$ cat config.mk
export PLATFORM = sky130hd
export DESIGN_NAME = rs485_frame_receiver
export DESIGN_NICKNAME = d
export VERILOG_FILES = /design/src/sv/rfr_pkg.sv /design/src/sv/rfr_input_stage.sv /design/src/sv/rfr_parser.sv /design/src/sv/rs485_frame_receiver.sv
export SDC_FILE = /design/constraint.sdc
export NUM_CORES = 1
export LEC_CHECK = 0
export BUFFER_PORTS_ARGS = -buffer_cell sky130_fd_sc_hd__buf_2
export CELL_PAD_IN_SITES_DETAIL_PLACEMENT = 0
export CELL_PAD_IN_SITES_GLOBAL_PLACEMENT = 1
export CORE_MARGIN = 2
export CORE_UTILIZATION = 40
export CTS_CLUSTER_SIZE = 28
export DETAILED_ROUTE_END_ITERATION = 16
export PLACE_DENSITY_LB_ADDON = 0.25
export SLEW_MARGIN = 25
export SYNTH_ARGS = -nofsm -noshare
export SYNTH_HDL_FRONTEND = slang
export SYNTH_SLANG_ARGS = --single-unit
export TNS_END_PERCENT = 100
$ cat constraint.sdc
create_clock -name clock -period 10.7 [get_ports clock]
set_input_delay 1.07 -clock clock [delete_from_list [all_inputs] [get_ports clock]]
set_output_delay 1.07 -clock clock [all_outputs]
set_load 0.005 [all_outputs]
$ cat src/sv/rfr_pkg.sv
package rfr_pkg;

   // default payload limit per frame
   localparam int unsigned MAX_PAYLOAD_DEF = 64;

   // csr register indexes
   localparam int unsigned CSR_INDEX_W = 1;
   localparam logic [CSR_INDEX_W-1:0] CSR_PUMP_ADDR = 1'b0;
   localparam logic [CSR_INDEX_W-1:0] CSR_CTRL_ADDR = 1'b1;

   localparam logic [7:0] PUMP_ADDR_RST = 8'd96;
   localparam logic [7:0] CTRL_ADDR_RST = 8'd16;

   // frame framing bytes
   localparam logic [7:0] START_BYTE = 8'hFF;
   localparam logic [7:0] SYNC_BYTE  = 8'hA5;
   localparam logic [7:0] ZERO_BYTE  = 8'h00;

   // event kinds
   localparam logic [1:0] EV_PAYLOAD = 2'd0;
   localparam logic [1:0] EV_FRAME   = 2'd1;
   localparam logic [1:0] EV_ABORT   = 2'd2;

   typedef struct packed {
      logic [1:0]  event_kind;
      logic [7:0]  payload_byte;
      logic [7:0]  payload_index;
      logic [7:0]  frame_dest;
      logic [7:0]  frame_source;
      logic [7:0]  frame_action;
      logic [7:0]  frame_length;
      logic        sum_matches;
      logic [15:0] received_sum;
   } rfr_result_type;

endpackage

$ cat src/sv/rfr_input_stage.sv
module rfr_input_stage (
   input  logic       clock,
   input  logic       reset,
   input  logic       req_valid,
   output logic       req_ready,
   input  logic [7:0] req_rx_byte,
   input  logic       take,
   output logic       hold_valid,
   output logic [7:0] hold_byte
);
   import rfr_pkg::*;

   logic       valid_ff;
   logic       valid_in;
   logic [7:0] byte_ff;

   // free, or emptying this cycle
   assign req_ready = !valid_ff || take;
   assign valid_in  = req_valid || (valid_ff && !take);

   always_ff @(posedge clock) begin
      if (reset) begin
         valid_ff <= 1'b0;
      end else begin
         valid_ff <= valid_in;
      end
   end

   always_ff @(posedge clock) begin
      if (req_valid && req_ready) begin
         byte_ff <= req_rx_byte;
      end
   end

   assign hold_valid = valid_ff;
   assign hold_byte  = byte_ff;

endmodule

$ cat src/sv/rfr_parser.sv
module rfr_parser #(
   parameter int unsigned MAX_PAYLOAD = rfr_pkg::MAX_PAYLOAD_DEF
) (
   input  logic                   clock,
   input  logic                   reset,
   input  logic                   step,
   input  logic [7:0]             rx_byte,
   input  logic [7:0]             pump_address,
   input  logic [7:0]             controller_address,
   output logic                   has_result,
   output rfr_pkg::rfr_result_type result
);
   import rfr_pkg::*;

   localparam logic [3:0] PH_HUNT = 4'd0;
   localparam logic [3:0] PH_A5   = 4'd1;
   localparam logic [3:0] PH_ZERO = 4'd2;
   localparam logic [3:0] PH_DST  = 4'd3;
   localparam logic [3:0] PH_SRC  = 4'd4;
   localparam logic [3:0] PH_ACT  = 4'd5;
   localparam logic [3:0] PH_LEN  = 4'd6;
   localparam logic [3:0] PH_DATA = 4'd7;
   localparam logic [3:0] PH_SUMH = 4'd8;
   localparam logic [3:0] PH_SUML = 4'd9;

   localparam logic [7:0] MAX_LEN = 8'(MAX_PAYLOAD);

   logic [3:0]  phase_ff,  phase_in;
   logic [7:0]  dest_ff,   dest_in;
   logic [7:0]  source_ff, source_in;
   logic [7:0]  action_ff, action_in;
   logic [7:0]  length_ff, length_in;
   logic [7:0]  taken_ff,  taken_in;
   logic [15:0] sum_ff,    sum_in;
   logic [7:0]  sumh_ff,   sumh_in;

   logic        id_known;
   logic [15:0] sum_add;
   logic [7:0]  taken_inc;
   logic [15:0] got_sum;

   assign id_known  = (rx_byte == pump_address) || (rx_byte == controller_address);
   assign sum_add   = sum_ff + 16'(rx_byte);
   assign taken_inc = taken_ff + 8'd1;
   assign got_sum   = {sumh_ff, rx_byte};

   always_comb begin
      phase_in   = phase_ff;
      dest_in    = dest_ff;
      source_in  = source_ff;
      action_in  = action_ff;
      length_in  = length_ff;
      taken_in   = taken_ff;
      sum_in     = sum_ff;
      sumh_in    = sumh_ff;
      has_result = 1'b0;
      result     = '0;
      unique case (phase_ff)
         PH_HUNT: begin
            phase_in = (rx_byte == START_BYTE) ? PH_A5 : PH_HUNT;
         end
         PH_A5: begin
            if (rx_byte == SYNC_BYTE) begin
               dest_in   = '0;
               source_in = '0;
               action_in = '0;
               length_in = '0;
               taken_in  = '0;
               sumh_in   = '0;
               sum_in    = 16'(SYNC_BYTE);
               phase_in  = PH_ZERO;
            end else begin
               phase_in = PH_HUNT;
            end
         end
         PH_ZERO: begin
            phase_in = (rx_byte == ZERO_BYTE) ? PH_DST : PH_HUNT;
         end
         PH_DST: begin
            if (id_known) begin
               dest_in  = rx_byte;
               sum_in   = sum_add;
               phase_in = PH_SRC;
            end else begin
               phase_in = PH_HUNT;
            end
         end
         PH_SRC: begin
            if (id_known) begin
               source_in = rx_byte;
               sum_in    = sum_add;
               phase_in  = PH_ACT;
            end else begin
               phase_in = PH_HUNT;
            end
         end
         PH_ACT: begin
            action_in = rx_byte;
            sum_in    = sum_add;
            phase_in  = PH_LEN;
         end
         PH_LEN: begin
            length_in = rx_byte;
            taken_in  = '0;
            sum_in    = sum_add;
            phase_in  = (rx_byte == 8'd0) ? PH_SUMH : PH_DATA;
         end
         PH_DATA: begin
            has_result = 1'b1;
            if (taken_ff >= MAX_LEN || taken_ff >= length_ff) begin
               result.event_kind    = EV_ABORT;
               result.payload_index = taken_ff;
               result.frame_dest    = dest_ff;
               result.frame_source  = source_ff;
               result.frame_action  = action_ff;
               result.frame_length  = length_ff;
               phase_in             = PH_HUNT;
            end else begin
               result.event_kind    = EV_PAYLOAD;
               result.payload_byte  = rx_byte;
               result.payload_index = taken_ff;
               sum_in               = sum_add;
               taken_in             = taken_inc;
               phase_in             = (taken_inc == length_ff) ? PH_SUMH : PH_DATA;
            end
         end
         PH_SUMH: begin
            sumh_in  = rx_byte;
            phase_in = PH_SUML;
         end
         PH_SUML: begin
            has_result          = 1'b1;
            result.event_kind   = EV_FRAME;
            result.frame_dest   = dest_ff;
            result.frame_source = source_ff;
            result.frame_action = action_ff;
            result.frame_length = length_ff;
            result.sum_matches  = (got_sum == sum_ff);
            result.received_sum = got_sum;
            phase_in            = PH_HUNT;
         end
         default: begin
            phase_in = PH_HUNT;
         end
      endcase
   end

   always_ff @(posedge clock) begin
      if (reset) begin
         phase_ff  <= PH_HUNT;
         dest_ff   <= '0;
         source_ff <= '0;
         action_ff <= '0;
         length_ff <= '0;
         taken_ff  <= '0;
         sum_ff    <= '0;
         sumh_ff   <= '0;
      end else if (step) begin
         phase_ff  <= phase_in;
         dest_ff   <= dest_in;
         source_ff <= source_in;
         action_ff <= action_in;
         length_ff <= length_in;
         taken_ff  <= taken_in;
         sum_ff    <= sum_in;
         sumh_ff   <= sumh_in;
      end
   end

`ifndef ASSERT_OFF
   a_result_phase: assert property (@(posedge clock) disable iff (reset)
      has_result |-> (phase_ff == PH_DATA || phase_ff == PH_SUML))
      else $error("result outside payload or checksum phase");

   a_taken_bound: assert property (@(posedge clock) disable iff (reset)
      phase_ff == PH_DATA |-> (taken_ff < length_ff && taken_ff <= MAX_LEN))
      else $error("payload count out of range");

   a_frame_end: assert property (@(posedge clock) disable iff (reset)
      step && phase_ff == PH_SUML |=> phase_ff == PH_HUNT)
      else $error("no return to hunt after frame");

   a_hold_when_idle: assert property (@(posedge clock) disable iff (reset)
      !step |=> $stable(phase_ff) && $stable(sum_ff))
      else $error("parser state moved without a byte");
`endif

endmodule

$ cat src/sv/rs485_frame_receiver.sv
// rs485 frame receiver
//
// bytes from the serial line come in on the req_ channel, one per request.
// the block hunts for frames FF A5 00 dest src action len payload sumh suml.
// dest and src must match one of the two device ids held in csr registers
// (index 0 pump address, index 1 controller address); a mismatch drops the
// frame silently. each payload byte gives a result with its index, the last
// checksum byte gives a frame result with the header fields and the sum
// check, and a payload past the length limit gives an abort result.
// results leave on the rsp_ channel.
//
// a request is first held in the input register and is then parsed into the
// result register when the parser steps, so a result passes through both
// registers after the request is taken. one request per cycle is taken in
// steady state while the output register is free; the parse step is one small state update per byte.
// while a result waits in the output register, bytes that give no result
// still go through; a byte that gives a result waits in the input register
// until rsp_ready frees the output register, and req_ready is low meanwhile.
// reset clears the parse state, the queues and the device ids to defaults.
module rs485_frame_receiver #(
   parameter int unsigned MAX_PAYLOAD = rfr_pkg::MAX_PAYLOAD_DEF
) (
   input  logic                            clock,
   input  logic                            reset,
   // byte requests
   input  logic                            req_valid,
   output logic                            req_ready,
   input  logic [7:0]                      req_rx_byte,
   // results
   output logic                            rsp_valid,
   input  logic                            rsp_ready,
   output logic [1:0]                      rsp_event_kind,
   output logic [7:0]                      rsp_payload_byte,
   output logic [7:0]                      rsp_payload_index,
   output logic [7:0]                      rsp_frame_dest,
   output logic [7:0]                      rsp_frame_source,
   output logic [7:0]                      rsp_frame_action,
   output logic [7:0]                      rsp_frame_length,
   output logic                            rsp_sum_matches,
   output logic [15:0]                     rsp_received_sum,
   // register writes
   input  logic                            csr_valid,
   output logic                            csr_ready,
   input  logic [rfr_pkg::CSR_INDEX_W-1:0] csr_index,
   input  logic [7:0]                      csr_data
);
   import rfr_pkg::*;

   logic           hold_valid;
   logic [7:0]     hold_byte;
   logic           take;
   logic           has_result;
   rfr_result_type step_result;

   logic [7:0]     pump_addr_ff;
   logic [7:0]     ctrl_addr_ff;

   logic           out_valid_ff, out_valid_in;
   rfr_result_type out_ff;
   logic           out_free;
   logic           load_out;

   // register writes are always taken
   assign csr_ready = 1'b1;

   always_ff @(posedge clock) begin
      if (reset) begin
         pump_addr_ff <= PUMP_ADDR_RST;
         ctrl_addr_ff <= CTRL_ADDR_RST;
      end else if (csr_valid) begin
         unique case (csr_index)
            CSR_PUMP_ADDR: pump_addr_ff <= csr_data;
            CSR_CTRL_ADDR: ctrl_addr_ff <= csr_data;
            default: ;
         endcase
      end
   end

   rfr_input_stage u_input (
      .clock       (clock),
      .reset       (reset),
      .req_valid   (req_valid),
      .req_ready   (req_ready),
      .req_rx_byte (req_rx_byte),
      .take        (take),
      .hold_valid  (hold_valid),
      .hold_byte   (hold_byte)
   );

   rfr_parser #(
      .MAX_PAYLOAD (MAX_PAYLOAD)
   ) u_parser (
      .clock              (clock),
      .reset              (reset),
      .step               (take),
      .rx_byte            (hold_byte),
      .pump_address       (pump_addr_ff),
      .controller_address (ctrl_addr_ff),
      .has_result         (has_result),
      .result             (step_result)
   );

   // output register is free when empty or being drained this cycle
   assign out_free     = !out_valid_ff || rsp_ready;
   assign take         = hold_valid && (!has_result || out_free);
   assign load_out     = take && has_result;
   assign out_valid_in = load_out || (out_valid_ff && !rsp_ready);

   always_ff @(posedge clock) begin
      if (reset) begin
         out_valid_ff <= 1'b0;
      end else begin
         out_valid_ff <= out_valid_in;
      end
   end

   always_ff @(posedge clock) begin
      if (load_out) begin
         out_ff <= step_result;
      end
   end

   assign rsp_valid         = out_valid_ff;
   assign rsp_event_kind    = out_ff.event_kind;
   assign rsp_payload_byte  = out_ff.payload_byte;
   assign rsp_payload_index = out_ff.payload_index;
   assign rsp_frame_dest    = out_ff.frame_dest;
   assign rsp_frame_source  = out_ff.frame_source;
   assign rsp_frame_action  = out_ff.frame_action;
   assign rsp_frame_length  = out_ff.frame_length;
   assign rsp_sum_matches   = out_ff.sum_matches;
   assign rsp_received_sum  = out_ff.received_sum;

`ifndef ASSERT_OFF
   a_no_overwrite: assert property (@(posedge clock) disable iff (reset)
      load_out |-> (!out_valid_ff || rsp_ready))
      else $error("result register overwritten while full");

   a_result_kept: assert property (@(posedge clock) disable iff (reset)
      rsp_valid && !rsp_ready |=> rsp_valid && $stable(out_ff))
      else $error("waiting result changed");

   a_kind_range: assert property (@(posedge clock) disable iff (reset)
      rsp_valid |-> (rsp_event_kind == EV_PAYLOAD || rsp_event_kind == EV_FRAME
                     || rsp_event_kind == EV_ABORT))
      else $error("bad event kind");
`endif

endmodule
==> flow_metrics.tcl, run 1 <==
set metrics [dict create \
    synthDistinctLibCells 69 \
    synth_seq_cells 161 \
    finalWorstPathRequiredPeriod_ps 3340 \
    avgSynthCellArea_sq_um 10.1 \
    p_total_uw 1280 \
    num_rows 50 \
    p_leak_uw 0.00342 \
    cts-root-buf "clkbuf_16" \
    crit_type "in2reg" \
    rsz0062_at_grt "no" \
    clockBufferDepth 2 \
    rr_startpoint "u_parser.phase_ff[2]$_SDFFE_PP0P_" \
    drv_slew 0 \
    die_w_microns 142 \
    cap_violations 0 \
    fmax_mhz 299 \
    whs_path_depth 2 \
    period_share_pct 31.2 \
    antenna_cells 0 \
    ys.flop_type "dfxtp_1" \
    regArea_sq_um 3970 \
    synth_enable_flop_cells 75 \
    fin_util_pct 46.8 \
    layout_commonest_cell "buf_2" \
    hold_end "u_parser.action_ff[4]$_SDFFE_PP0P_" \
    placed_area_sq_um 8200 \
    ant_nets 0 \
    drive_above_1_share_pct 17.6 \
    routabilityCongestion 0.859 \
    grt_max_degree 69 \
    finalSetupViolations 0 \
    io_pins 92 \
    synth_area_sq_um 7640 \
    ff2ff_path_depth 5 \
    synth_nets 797 \
    syn_inst 757 \
    fp.coreArea_sq_um 18700 \
    synth_top_area_share_pct 29.5 \
    endpoint_kind "flip-flop" \
    status "finished, final reports clean" \
    yosys.area.top_type "edfxtp_1" \
    vias_per_cell 5.68 \
    postCtsHoldBufs 0 \
    fillers 1750 \
    nets 857 \
    first_pass_iters 5 \
    max_slew_margin_pct 27.1 \
    clk_pin_slew_ps 70 \
    vias 6043 \
    fin_skew_ps 13.2 \
    overflow 0 \
    grt_pass1_wl_microns 30600 \
    async_reset_ff_share_pct 0 \
    die_area_sq_um 20200 \
    cp_max_fo 68 \
    grtUsageTotal_pct 19.4 \
    max_slew.worst_pin.slew_ps 1090 \
    hold_path_class "reg2reg" \
    hold_viol_final 0 \
    antenna_found_initial 0 \
    drc 0 \
    clkLatencyLatePin_ps 430 \
    cts_sinks 161 \
    multi_input_area_sq_um 3380 \
    cts_tree "built" \
    p_per_area_nw_per_um2 146 \
    synth_area_leaders "edfxtp_1, dfxtp_1, and2_1, nand2_1, a21oi_1" \
    cp_data_required_time_ps 10990 \
    critPathLaunchType "input port" \
    dp.final_hpwl_microns 13000 \
    finalWirelength_microns 19300 \
    cts_setup_buffers 0 \
    wl_per_cell_microns 18.2 \
    initial_utilization_pct 40.8 \
    cts-buffers-inserted 17 \
    port-buffer-count 90 \
    crit_arrival_ps 3630 \
    drt_first_iter_violations 558 \
    yosysSeqAreaShare_pct 52.0 \
    tns_ps 0 \
    layout_common_cells "buf_2, dfxtp_1, edfxtp_1" \
    htreeDepth 4 \
    cts_resized 0 \
    r2r_slack_ps 7370 \
    grt_pass1_vias 5803 \
    r2r_end "rsp_received_sum[7]$_SDFFCE_PP0P_" \
    peakVddDrop_mv 0.115 \
    die_height_microns 142 \
    yosysWarnings 0 \
    design_area_sq_um 8760 \
    hold_start "u_parser.action_ff[4]$_SDFFE_PP0P_" \
    area_delta_synth_final_pct 14.7 \
]
-- worst max-delay path, cell delays in order --
cell and delay, ps:
buf_2 70, buf_4 580, clkinv_1 1000, and4_1 670, nand3_1 130, o21ai_0 90
-- through the flow --
stage                     hold WS (ps)  worst slack (ps)  cells
after CTS                          455              7370   1064
final                              453              7360   1064
after global placement             441              7420   1032
after detailed placement           447              7350   1032
after floorplan                    427              5960    757
after global routing               468              7080   1064
-- state kept, by name, indices dropped and copies added, names as in the netlist, 2 cells and up --
| register | flops |
|---|---|
| u_parser.phase_ff | 4 |
| rsp_event_kind | 2 |
| rsp_payload_byte | 8 |
| u_parser.source_ff | 8 |
| rsp_payload_index | 8 |
| rsp_frame_dest | 8 |
| rsp_frame_source | 8 |
| rsp_frame_action | 8 |
| u_parser.taken_ff | 8 |
| u_parser.action_ff | 8 |
| ctrl_addr_ff | 8 |
| u_parser.sum_ff | 16 |
| u_input.hold_byte | 8 |
| rsp_received_sum | 16 |
| pump_addr_ff | 8 |
| u_parser.sumh_ff | 8 |
| u_parser.dest_ff | 8 |
| rsp_frame_length | 8 |
| u_parser.length_ff | 8 |
-- metal layers --
metal  global-route usage, %  share of wire [%]  wire [microns]
met4                    7.74                2.1             404
met1                    26.4                 47            9160
met2                    30.6                 46            8940
met5                       0                  0               0
met3                    3.63                4.3             830
-- cells in the mapped netlist, types with 5 or more instances --
master and instances:
dfxtp_1 86, a21oi_1 47, edfxtp_1 75, o31ai_1 7, a22oi_1 18, nand4_1 15, xnor2_1 17, clkbuf_1 35
o41ai_1 5, o311ai_0 5, o211ai_1 6, xor2_1 18, o31a_1 5, inv_1 18, nor2b_1 8, a211oi_1 8
mux2i_1 8, and2_1 59, o21ai_0 25, a31oi_1 7, and3_1 13, nand2_1 70, buf_1 9, nand3_1 42
nor2_1 42, ha_1 17, o21a_1 5, a21o_1 5, nor3_1 8, or3_1 5
-- cell type report --
class,count,share of cell area [%]
inverters,18,0.771
repair buffers,95,5.57
clock inverters,13,1.40
flip-flops and latches,161,45.4
well taps,234,3.34
clock buffers,19,4.94
multi-input cells,524,38.6
-- how the worst max path moves through the flow --
stage                                           start                          endpoint  slack, ps
CTS                 u_parser.phase_ff[2]$_SDFFE_PP0P_     rsp_sum_matches$_SDFFCE_PP0P_       7370
global placement                                reset  u_parser.dest_ff[3]$_SDFFE_PP0P_       7420
floorplan                                   rsp_ready       rsp_event_kind[0]$_DFFE_PP_       5960
finish                                          reset  u_parser.dest_ff[5]$_SDFFE_PP0P_       7360
detailed placement                              reset  u_parser.dest_ff[3]$_SDFFE_PP0P_       7350
global route                                    reset  u_parser.dest_ff[1]$_SDFFE_PP0P_       7080
-- power breakdown --
part           leakage [uW]  internal (uW)  switching [uW]
combinational       0.00160           14.6            26.3
sequential          0.00155            645            16.2
clock              0.000267            307             272
-- cells by family after synthesis --
kind of cell             Yosys count  synth area share [%]
AND/OR/NAND/NOR                  291                  20.1
AO/OA/AOI/OAI                    169                  15.4
flip-flops                       161                  52.0
buffers and inverters             72                  4.05
XOR/XNOR                          36                  4.23
adder cells (fa/ha/maj)           19                  3.18
multiplexers                       8                  1.05
other                              1                0.0491
No activity file was read; power rests on OpenSTA's default activity.
==> run 2, diff against run 1 <==
Clock period 10.7 ns to 3 ns, I/O delays scaled along.
==> flow_metrics.tcl, run 2 (synthesized netlist as in run 1, its figures left out) <==
set metrics [dict create \
    cts_resized 0 \
    finalWirelength_microns 19400 \
    dp.final_hpwl_microns 13600 \
    peakVddDrop_mv 0.395 \
    grt_pass1_vias 5891 \
    initial_utilization_pct 40.8 \
    cp_max_fo 7 \
    clk_pin_slew_ps 70 \
    num_rows 50 \
    crit_type "reg2reg" \
    fin_util_pct 48.4 \
    first_pass_iters 7 \
    cts-buffers-inserted 17 \
    max_slew.worst_pin.slew_ps 858 \
    port-buffer-count 90 \
    endpoint_kind "flip-flop" \
    cts_tree "built" \
    wl_per_cell_microns 17.7 \
    tns_ps 0 \
    drc 0 \
    layout_common_cells "buf_2, dfxtp_1, edfxtp_1" \
    finalWorstPathRequiredPeriod_ps 2840 \
    grt_pass1_wl_microns 31100 \
    layout_commonest_cell "buf_2" \
    clockBufferDepth 2 \
    io_pins 92 \
    fp.coreArea_sq_um 18700 \
    die_area_sq_um 20200 \
    max_slew_margin_pct 42.5 \
    placed_cells 1064 \
    critPathLaunchType "flip-flop" \
    drv_slew 0 \
    p_leak_uw 0.00361 \
    vias_per_cell 5.53 \
    ant_nets 0 \
    hold_slack_ps 47.5 \
    antenna_cells 0 \
    overflow 0 \
    ff2ff_path_depth 7 \
    hold_path_class "in2reg" \
    nets 889 \
    final_cells 1096 \
    whs_path_depth 1 \
    antenna_found_initial 0 \
    die_height_microns 142 \
    cap_violations 0 \
    grt_max_degree 46 \
    drt_first_iter_violations 433 \
    cts_setup_buffers 0 \
    cts_sinks 161 \
    crit_arrival_ps 3120 \
    fillers 1708 \
    finalSetupViolations 0 \
    status "finished, final reports clean" \
    p_per_area_nw_per_um2 515 \
    area_delta_synth_final_pct 18.4 \
    cts-root-buf "clkbuf_16" \
    drive_above_1_share_pct 20.4 \
    routabilityCongestion 0.884 \
    cp_data_required_time_ps 3290 \
    htreeDepth 4 \
    fmax_mhz 353 \
    vias 6064 \
    rsz0062_at_grt "no" \
    dp_slack_ps 264 \
    postCtsHoldBufs 0 \
    clkLatencyLatePin_ps 430 \
    grtUsageTotal_pct 19.5 \
    setup_slack_ps 164 \
    fin_skew_ps 13.1 \
    die_w_microns 142 \
    period_share_pct 94.5 \
    hold_viol_final 0 \
]
[run 2: changes by cell type in the layout (fill, tap and decap cells not counted), sizes merged]
cell	delta
inv	+1
clkinv	-3
clkinvlp	-1
buf	+32
bufinv	+1
clkbuf	+2
[run 2: worst max-delay path, cell delays in order, from the launching register on]
cell and delay, ps:
edfxtp_1 570, ha_1 470, o21ai_0 140, o21ai_0 360, a21oi_1 260, nor4b_1 560
o211a_1 240, o32ai_1 70
[run 2: path summary, 6_finish.rpt]
path / startpoint / end / slack, ps
max: u_input.hold_byte[2]$_DFFE_PP_ / u_parser.sum_ff[15]$_SDFFE_PP0P_ / 160
min: req_rx_byte[2] / u_input.hold_byte[2]$_DFFE_PP_ / 50
max reg2reg: u_input.hold_byte[2]$_DFFE_PP_ / u_parser.sum_ff[15]$_SDFFE_PP0P_ / 160
min reg2reg: u_parser.action_ff[0]$_SDFFE_PP0P_ / u_parser.action_ff[0]$_SDFFE_PP0P_ / 450
[run 2: metrics by stage]
| step | cell area [sq um] | total power (uW) |
|---|---|---|
| finish | 9040 | 4660 |
| global route | 9040 | 4810 |
| CTS | 9040 | 4700 |
| detailed placement | 8460 | 2570 |
| global placement | 8460 | 2570 |
| floorplan | 7640 | 2490 |
[run 2: cell type report]
type | count | area, sq um | share of cell area, %
sequential | 161 | 3970 | 43.9
multi-input combinational | 524 | 3370 | 37.2
inverter | 18 | 67.6 | 0.747
clock inverter | 11 | 118 | 1.30
clock buffer | 21 | 460 | 5.09
timing repair buffer | 127 | 766 | 8.47
tap | 234 | 293 | 3.24
[run 2: metal layers]
metal | track usage, % | vias to the layer above | part of all wire [%] | wire length [microns]
met4 | 5.16 | 0 | 1.3 | 244
met2 | 31.4 | 187 | 47 | 9100
met1 | 27.0 | 2930 | 47 | 9160
met3 | 3.94 | 17 | 4.8 | 940
li1 | - | 2930 | - | -
met5 | 0 | - | 0 | 0
[run 2: report_power, final]
part	internal (uW)	total, uW	switching, uW
Sequential	2300	2320	25.4
Clock	1210	2130	922
Combinational	68.2	202	134
Total	3580	4660	1080
==> run 3, diff against run 2 <==
Settings changed: ABC_AREA from default to 1, CORE_UTILIZATION 40 to 39.
==> flow_metrics.tcl, run 3 <==
set metrics [dict create \
    status "finished, final reports clean" \
    ys.flop_type "dfxtp_1" \
    synth_common_cells "nand2_1, nor2_1, inv_1, dfxtp_1, a21oi_1" \
    rsz0062_at_grt "no" \
    cp_max_fo 24 \
    hold_viol_final 0 \
    pwr-share-comb_pct 4.3 \
    crit_type "reg2reg" \
    drive_above_1_share_pct 15.7 \
    fp.coreArea_sq_um 19500 \
    port-buffer-count 90 \
    multi_input_area_sq_um 3160 \
    cp_num_buf_inv 2 \
    layout_commonest_cell "nand2_1" \
    cp_common_cell "nand2_4" \
    die_w_microns 145 \
    critPathLaunchType "flip-flop" \
    crit_family "simple AND/OR/NAND/NOR gates" \
    cp_data_required_time_ps 3350 \
    p_leak_uw 0.00393 \
    synthDistinctLibCells 41 \
    yosys.area.top_type "edfxtp_1" \
    grt_max_degree 52 \
    max_slew.worst_pin.slew_ps 1040 \
    fin_skew_ps 8.92 \
    vias_per_cell 4.80 \
    antenna_cells 0 \
    routabilityCongestion 0.934 \
    synth_nets 977 \
    htreeDepth 4 \
    seqPwrFrac_pct 49.8 \
    synth_enable_flop_cells 75 \
    cts_resized 0 \
    synth_area_leaders "edfxtp_1, dfxtp_1, nand2_1, nor2_1, inv_1" \
    vias 6280 \
    avgSynthCellArea_sq_um 8.24 \
    overflow 0 \
    ant_nets 0 \
    async_reset_ff_share_pct 0 \
    yosysSeqAreaShare_pct 51.5 \
    num_rows 51 \
    clockBufferDepth 2 \
    grt_pass1_vias 5730 \
    wl_per_cell_microns 14.8 \
    finalWorstPathRequiredPeriod_ps 2620 \
    postCtsHoldBufs 0 \
    peakVddDrop_mv 0.402 \
    max_slew_margin_pct 30.7 \
    syn_inst 937 \
    grt_pass1_wl_microns 30800 \
    power_switching_uw 1060 \
    hold_slack_ps 46.1 \
    clock_power_share_pct 45.9 \
    hold_path_class "in2reg" \
    clk_pin_slew_ps 70 \
    yosysWarnings 0 \
    layout_common_cells "nand2_1, nor2_1, inv_1" \
    critPathSlowestCell "dfxtp_1" \
    period_share_pct 87.3 \
    clkLatencyLatePin_ps 420 \
    cts_sinks 161 \
    synth_seq_cells 161 \
    regArea_sq_um 3970 \
    crit_chain "inv_1 -> nor2_2 -> nand2_4 -> nand2_4 -> nand2_4 -> nand2_4 -> inv_4 -> nand2_4 -> nor2_1 -> nand2_1 -> o21ai_0 -> a21oi_1" \
    synth_top_area_share_pct 29.2 \
    drc 0 \
    first_pass_iters 7 \
    fmax_mhz 382 \
    cap_violations 0 \
    area_delta_synth_final_pct 17.2 \
    crit_arrival_ps 2970 \
    synth_area_sq_um 7720 \
    cts-root-buf "clkbuf_16" \
    fillers 1982 \
    initial_utilization_pct 39.7 \
    synth_most_common_cell "nand2_1" \
    critPathMaxStageDelay_ps 570 \
    grtUsageTotal_pct 19.2 \
    io_pins 92 \
    die_height_microns 145 \
    cts_tree "built" \
    drv_slew 0 \
    internal-power_uw 3630 \
    p_per_area_nw_per_um2 518 \
    antenna_found_initial 0 \
    cts-buffers-inserted 17 \
    endpoint_kind "flip-flop" \
    switching_share_pct 22.6 \
    drt_first_iter_violations 484 \
    tns_ps 0 \
    die_area_sq_um 20900 \
    nets 1070 \
    finalWirelength_microns 19400 \
    cts_setup_buffers 0 \
    finalSetupViolations 0 \
    dp.final_hpwl_microns 13800 \
]
run 3: changes by cell type after synthesis, moves of 8 or more:
cell	previous run	this run
and3_1	13	0
nand3_1	42	62
nor2b_1	8	0
inv_1	18	108
and2_1	59	1
xor2_1	18	10
nor2_1	42	151
mux2i_1	8	0
buf_1	9	0
o21ai_0	25	38
a21oi_1	47	78
clkbuf_1	35	16
a22oi_1	18	0
nand2_1	70	189
run 3: final cells by class:
| cell class | instances | area share (%) |
|---|---|---|
| Clock inverter | 11 | 1.41 |
| Inverter | 110 | 4.59 |
| Multi-Input combinational cell | 633 | 34.9 |
| Clock buffer | 21 | 4.98 |
| Sequential cell | 161 | 43.9 |
| Tap cell | 265 | 3.66 |
| Timing Repair Buffer | 107 | 6.53 |
run 3: metrics by stage:
stage          util (%)  worst slack, ps  std cells  power, uW  instance area [sq um]
2_1_floorplan         -              289        937       2500                   7720
3_3_place_gp       43.5              503       1276       2580                   8470
3_5_place_dp       43.5              456       1276       2580                   8470
4_1_cts            46.5              425       1308       4730                   9050
5_1_grt            46.5             90.6       1308       4840                   9050
6_report           46.5              382       1308       4690                   9050
run 3: layer usage:
layer / up-vias / track usage (%) / part of all wire [%]
li1: 3246 / - / -
met1: 2859 / 28.2 / 51
met2: 162 / 29.1 / 43
met3: 13 / 3.42 / 4.9
met4: 0 / 5.11 / 1.0
met5: - / 0 / 0
run 3: worst paths after layout:
path | startpoint | to | slack (ps) | cells after the start
max | u_parser.phase_ff[2]$_SDFFE_PP0P_ | u_parser.taken_ff[4]$_SDFFE_PP0P_ | 380 | 12
max reg2reg | u_parser.phase_ff[2]$_SDFFE_PP0P_ | u_parser.taken_ff[4]$_SDFFE_PP0P_ | 380 | 12
min | req_rx_byte[3] | u_input.hold_byte[3]$_DFFE_PP_ | 50 | 1
min reg2reg | u_parser.dest_ff[6]$_SDFFE_PP0P_ | u_parser.dest_ff[6]$_SDFFE_PP0P_ | 450 | 2
run 3: cell families (layout without fill, tap and decap cells):
group | Yosys count | count (layout) | synth area share, %
compound gates | 139 | 139 | 9.76
fa+ha+maj | 18 | 18 | 3.01
buf+inv | 143 | 249 | 7.63
other cells | 1 | 1 | 0.0486
simple gates | 454 | 454 | 25.7
xor+xnor | 21 | 21 | 2.38
flops | 161 | 161 | 51.5
run 3: worst reg2reg max path: cells and delay by family, from the launching register on:
kind	cells	cell delay, ps
AO/OA/AOI/OAI	2	340
flip-flops	1	570
buffers and inverters	2	220
AND/OR/NAND/NOR	8	1420
run 3: power groups by stage:
stage | sequential, uW | combinational (uW) | clock, uW
after floorplan | 2360 | 135 | 0
after global placement | 2380 | 199 | 0
after detailed placement | 2380 | 198 | 0
after CTS | 2330 | 199 | 2200
after global routing | 2330 | 222 | 2280
final | 2330 | 200 | 2150
